$ cat src/hdl/phsl_pkg.sv
package phsl_pkg;

	localparam logic [1:0] ACT_KEY = 2'd0;
	localparam logic [1:0] ACT_WR_MAP = 2'd1;
	localparam logic [1:0] ACT_WR_MUL = 2'd2;

	localparam logic CFG_SLOT_COUNT = 1'b0;
	localparam logic CFG_BUCKET_COUNT = 1'b1;

	localparam logic STATUS_OK = 1'b0;
	localparam logic STATUS_NOT_INIT = 1'b1;

	localparam logic [63:0] DJB_SEED = 64'd5381;
	localparam logic [63:0] FNV_SEED = 64'd14695981039346656037;

	localparam logic DIV_SEL_BUCKET = 1'b0;
	localparam logic DIV_SEL_SLOT = 1'b1;

	typedef struct packed {
		logic hash_upd;
		logic hash_seed;
		logic map_wr;
		logic mul_wr;
		logic div_start;
		logic div_sel;
		logic bucket_ld;
		logic map_rd;
		logic mul_rd;
		logic mul_lo;
		logic mul_hi;
		logic sum_ld;
		logic out_ld;
		logic not_init;
	} phsl_cmd_t;

	typedef struct packed {
		logic div_done;
		logic slot_zero;
		logic out_free;
	} phsl_status_t;

endpackage

$ cat src/hdl/phsl_ctrl.sv
module phsl_ctrl import phsl_pkg::*; (
	input  logic         clk,
	input  logic         arst_n,
	input  logic         in_valid,
	input  logic [1:0]   action,
	input  logic         has_byte,
	input  logic         last_byte,
	input  phsl_status_t st,
	output logic         in_stall,
	output phsl_cmd_t    cmd
);

	typedef enum logic [3:0] {
		S_IDLE, S_BSTART, S_BDIV, S_MAP, S_MID, S_MLO, S_MHI,
		S_SUM, S_SSTART, S_SDIV, S_OUT
	} state_t;

	state_t state_q;
	logic   not_init_q;
	logic   accept;

	assign in_stall = (state_q != S_IDLE);
	assign accept = in_valid && (state_q == S_IDLE);

	always_comb begin
		cmd = '0;
		cmd.not_init = not_init_q;
		case (state_q)
			S_IDLE: begin
				cmd.hash_upd = accept && (action == ACT_KEY) && has_byte;
				cmd.map_wr = accept && (action == ACT_WR_MAP);
				cmd.mul_wr = accept && (action == ACT_WR_MUL);
			end
			S_BSTART: begin
				cmd.div_start = 1'b1;
				cmd.div_sel = DIV_SEL_BUCKET;
			end
			S_BDIV: cmd.bucket_ld = st.div_done;
			S_MAP: cmd.map_rd = 1'b1;
			S_MID: cmd.mul_rd = 1'b1;
			S_MLO: cmd.mul_lo = 1'b1;
			S_MHI: cmd.mul_hi = 1'b1;
			S_SUM: cmd.sum_ld = 1'b1;
			S_SSTART: begin
				cmd.div_start = 1'b1;
				cmd.div_sel = DIV_SEL_SLOT;
			end
			S_SDIV: cmd.div_sel = DIV_SEL_SLOT;
			S_OUT: begin
				cmd.div_sel = DIV_SEL_SLOT;
				cmd.out_ld = st.out_free;
				cmd.hash_seed = st.out_free;
			end
			default: cmd = '0;
		endcase
	end

	always_ff @(posedge clk or negedge arst_n) begin
		if (!arst_n) begin
			state_q <= S_IDLE;
			not_init_q <= 1'b0;
		end else begin
			case (state_q)
				S_IDLE: begin
					if (accept && (action == ACT_KEY) && last_byte) begin
						not_init_q <= st.slot_zero;
						state_q <= st.slot_zero ? S_OUT : S_BSTART;
					end
				end
				S_BSTART: state_q <= S_BDIV;
				S_BDIV: if (st.div_done) state_q <= S_MAP;
				S_MAP: state_q <= S_MID;
				S_MID: state_q <= S_MLO;
				S_MLO: state_q <= S_MHI;
				S_MHI: state_q <= S_SUM;
				S_SUM: state_q <= S_SSTART;
				S_SSTART: state_q <= S_SDIV;
				S_SDIV: if (st.div_done) state_q <= S_OUT;
				S_OUT: if (st.out_free) state_q <= S_IDLE;
				default: state_q <= S_IDLE;
			endcase
		end
	end

`ifndef SYNTHESIS
	a_out_free: assert property (@(posedge clk) disable iff (!arst_n)
		cmd.out_ld |-> st.out_free) else $error("result loaded while output busy");
	a_div_len: assert property (@(posedge clk) disable iff (!arst_n)
		cmd.div_start |=> !st.div_done) else $error("divider finished too early");
	a_seed_end: assert property (@(posedge clk) disable iff (!arst_n)
		cmd.out_ld |=> (state_q == S_IDLE)) else $error("no return to idle after result");
	a_no_upd_busy: assert property (@(posedge clk) disable iff (!arst_n)
		(state_q != S_IDLE) |-> !(cmd.hash_upd || cmd.map_wr || cmd.mul_wr))
		else $error("item taken while busy");
`endif

endmodule

$ cat config.mk
export PLATFORM = sky130hd
export DESIGN_NAME = phsl_ctrl
export DESIGN_NICKNAME = d
export VERILOG_FILES = /design/src/hdl/phsl_pkg.sv /design/src/hdl/phsl_ctrl.sv
export SDC_FILE = /design/constraint.sdc
export NUM_CORES = 1
export LEC_CHECK = 0
export ABC_CLOCK_PERIOD_IN_PS = 3400
export BUFFER_PORTS_ARGS = -buffer_cell sky130_fd_sc_hd__buf_2
export CAP_MARGIN = 20
export CORE_AREA = 5 5 42 44
export CTS_BUF_LIST = sky130_fd_sc_hd__clkbuf_8
export CTS_CLUSTER_SIZE = 14
export DETAILED_ROUTE_END_ITERATION = 10
export DIE_AREA = 0 0 47 49
export GPL_ROUTABILITY_DRIVEN = 1
export HOLD_SLACK_MARGIN = 0.02
export PLACE_DENSITY = 0.75
export SLEW_MARGIN = 20
export SYNTH_ARGS = -nofsm -noshare
export SYNTH_HDL_FRONTEND = slang
export SYNTH_SLANG_ARGS = --single-unit
$ cat constraint.sdc
create_clock -name clk -period 3.4 [get_ports clk]
set_clock_uncertainty 0.1 [all_clocks]
set_input_delay 0.17 -clock clk [delete_from_list [all_inputs] [get_ports clk]]
set_output_delay 0.17 -clock clk [all_outputs]
set_load 0.05 [all_outputs]
==> out/qor.csv <==
stage;metric;value;unit
synth;ys_seq_area_share;24.7;%
finish;multi_input_area;328;sq um
global_route;grt-ovfl-total;0;
outcome;status;finished, final reports clean;
clock_tree;clock-sinks;5;
synth;synth_top_cell_by_area;dfrtp_1;
drt;drt_first_pass_iters;2;
clock_tree;h-tree-depth;1;
clock_tree;clkLatencyLatePin;220;ps
sta;worst_pin_slew;534;ps
floorplan;die_area;2300;sq um
floorplan;core_area;1400;sq um
synth;syn-cell-area;507;sq um
synth;ys.flop_type;dfrtp_1;
placement;place_hpwl;968;um
finish;area.growth.synth_to_final;30.1;%
pwr;p_per_area;1030;nW/um^2
worst_setup_path;crit_type;flip-flop to output pin;
worst_setup_path;ff2ff_setup_slack;1660;ps
sta;tns;0;ps
floorplan;core.rowCount;14;
worst_setup_path;crit_fanout;13;
floorplan;dieHeight;49;um
finish;nFillCells;154;
worst_setup_path;critPathCaptureType;output pin;
sta;slew_headroom;64.4;%
drt;wl_per_cell;13.1;um
sta;finalHoldViolations;0;
floorplan;die_x;47;um
sta;final.period_utilization;61.8;%
clock_tree;cts.repair.resized;0;
synth;yosys_register_bits;5;
clock_tree;cts_setup_buffers;0;
global_route;grt_pass1_vias;534;
worst_setup_path;startpoint_type;flip-flop;
run;maxCapViolCount;0;
drt;vias_per_cell;5.05;
drt;drc;0;
clock_tree;cts-buffers-inserted;3;
sta;rsz0062_at_grt;false;
clock_tree;hold_buffers;1;
pwr;p_leak;0.000320;uW
worst_setup_path;arrival;1830;ps
sta;whs;104;ps
drt;vias;490;
worst_setup_path;required;3130;ps
drt;routed_wl;1270;um
finish;drive_above_1_share;42.0;%
sta;drv_slew;0;
sta;min_period;2100;ps
sta;finalSetupViolCount;0;
synth;synth_cell_type_count;30;
global_route;grt_pass1_wl;2200;um
synth;yosys_warnings;0;
drt;drtIter0Drc;4;
synth;syn_inst;57;
placement;gp_congestion;0.810;
sta;max_freq;476;MHz
floorplan;initial_utilization;36.2;%
synth;synth_top_area_share;24.7;%
global_route;grt_max_degree;15;
drt;antenna_left;0;
worst_hold_path;hold_path_class;primary input to flip-flop;
synth;avgSynthCellArea;8.89;sq um
pwr;max-vdd-ir-drop;0.000387;V
finish;final_util;47.1;%
global_route;antenna_found_initial;0;
finish;seqCellArea;125;sq um
clock_tree;cts.path.max_buffers;2;
synth;netlist_top_cells_area;dfrtp_1 25%, nand2b_1 7.4%, buf_6 4.4%;
synth;synth_common_cells;6 x nand2b_1, 6 x nor2_1, 5 x dfrtp_1;
floorplan;pin_count;25;
finish;nets;92;
global_route;grt_use_total;13.1;%
finish;insertedDiodeCount;0;
clock_tree;root_buffer;clkbuf_8;
synth;synthArstFlopShare;100;%
clock_tree;cts_tree;built;
synth;syn_nets;67;
clock_tree;clk_pin_slew;40;ps
placement;numPortBuffers;24;
synth;synth_edf_count;0;
==> layout by cell type (no fill, tap or decap), drive strengths merged, types with 3 or more instances in the layout <==
master  instances
buf            24
nand2b          7
nor2            6
dfrtp           5
nor3            4
inv             4
nand2           3
a21oi           3
clkbuf          3
==> metrics by stage <==
stage	power (uW)	instance area (sq um)	std cells	worst slack, ps
floorplan	520	507	57	751
global placement	569	604	92	1590
detailed placement	578	604	92	1530
CTS	688	659	97	1290
global route	738	659	97	1160
finish	682	659	97	1300
==> sequential cells by signal (all words and copies together) (netlist names) <==
name        count
not_init_q      1
state_q         4
==> layout make-up <==
type / count / share of cell area [%]
Multi-Input combinational cell: 44 / 49.7
Timing Repair Buffer: 25 / 19.7
Sequential cell: 5 / 19.0
Clock buffer: 3 / 6.26
Tap cell: 16 / 3.04
Inverter: 3 / 1.71
Clock inverter: 1 / 0.569
==> worst paths after layout <==
kind                            start         end  depth (start not counted)
max                        state_q[2]     cmd[13]                          4
min                             st[1]  not_init_q                          2
max reg2reg                state_q[3]  state_q[3]                          4
min reg2reg                not_init_q  not_init_q                          1
max in group asynchronous      arst_n  state_q[1]                          2
min in group asynchronous      arst_n  not_init_q                          2
==> cell families (layout without fill, tap and decap cells) <==
logic type / Yosys count / in the layout / synth area share (%)
flip-flops: 5 / 5 / 24.7
AO/OA/AOI/OAI: 12 / 12 / 18.3
AND/OR/NAND/NOR: 28 / 28 / 38.5
XOR/XNOR: 2 / 2 / 3.46
multiplexers: 2 / 2 / 4.44
buffers and inverters: 8 / 32 / 10.6
==> per-layer routing <==
layer  routed length, um  global-route usage (%)
met5                   0                       0
met4                  14                    6.91
met3                  81                    3.69
met2                 654                    21.3
met1                 516                    14.7
==> power by group <==
part           internal [uW]  switching (uW)  total (uW)
clock network           77.3            28.8         106
logic                    140             275         414
registers               85.9            75.5         161
==> worst max-delay path, cell delays in order, from the launching register on <==
cell and delay, ps:
dfrtp_1 560, nor4_4 350, nand2_1 150, nor4b_2 250, buf_2 300
Note: power is estimated with default switching activity, not from simulation.
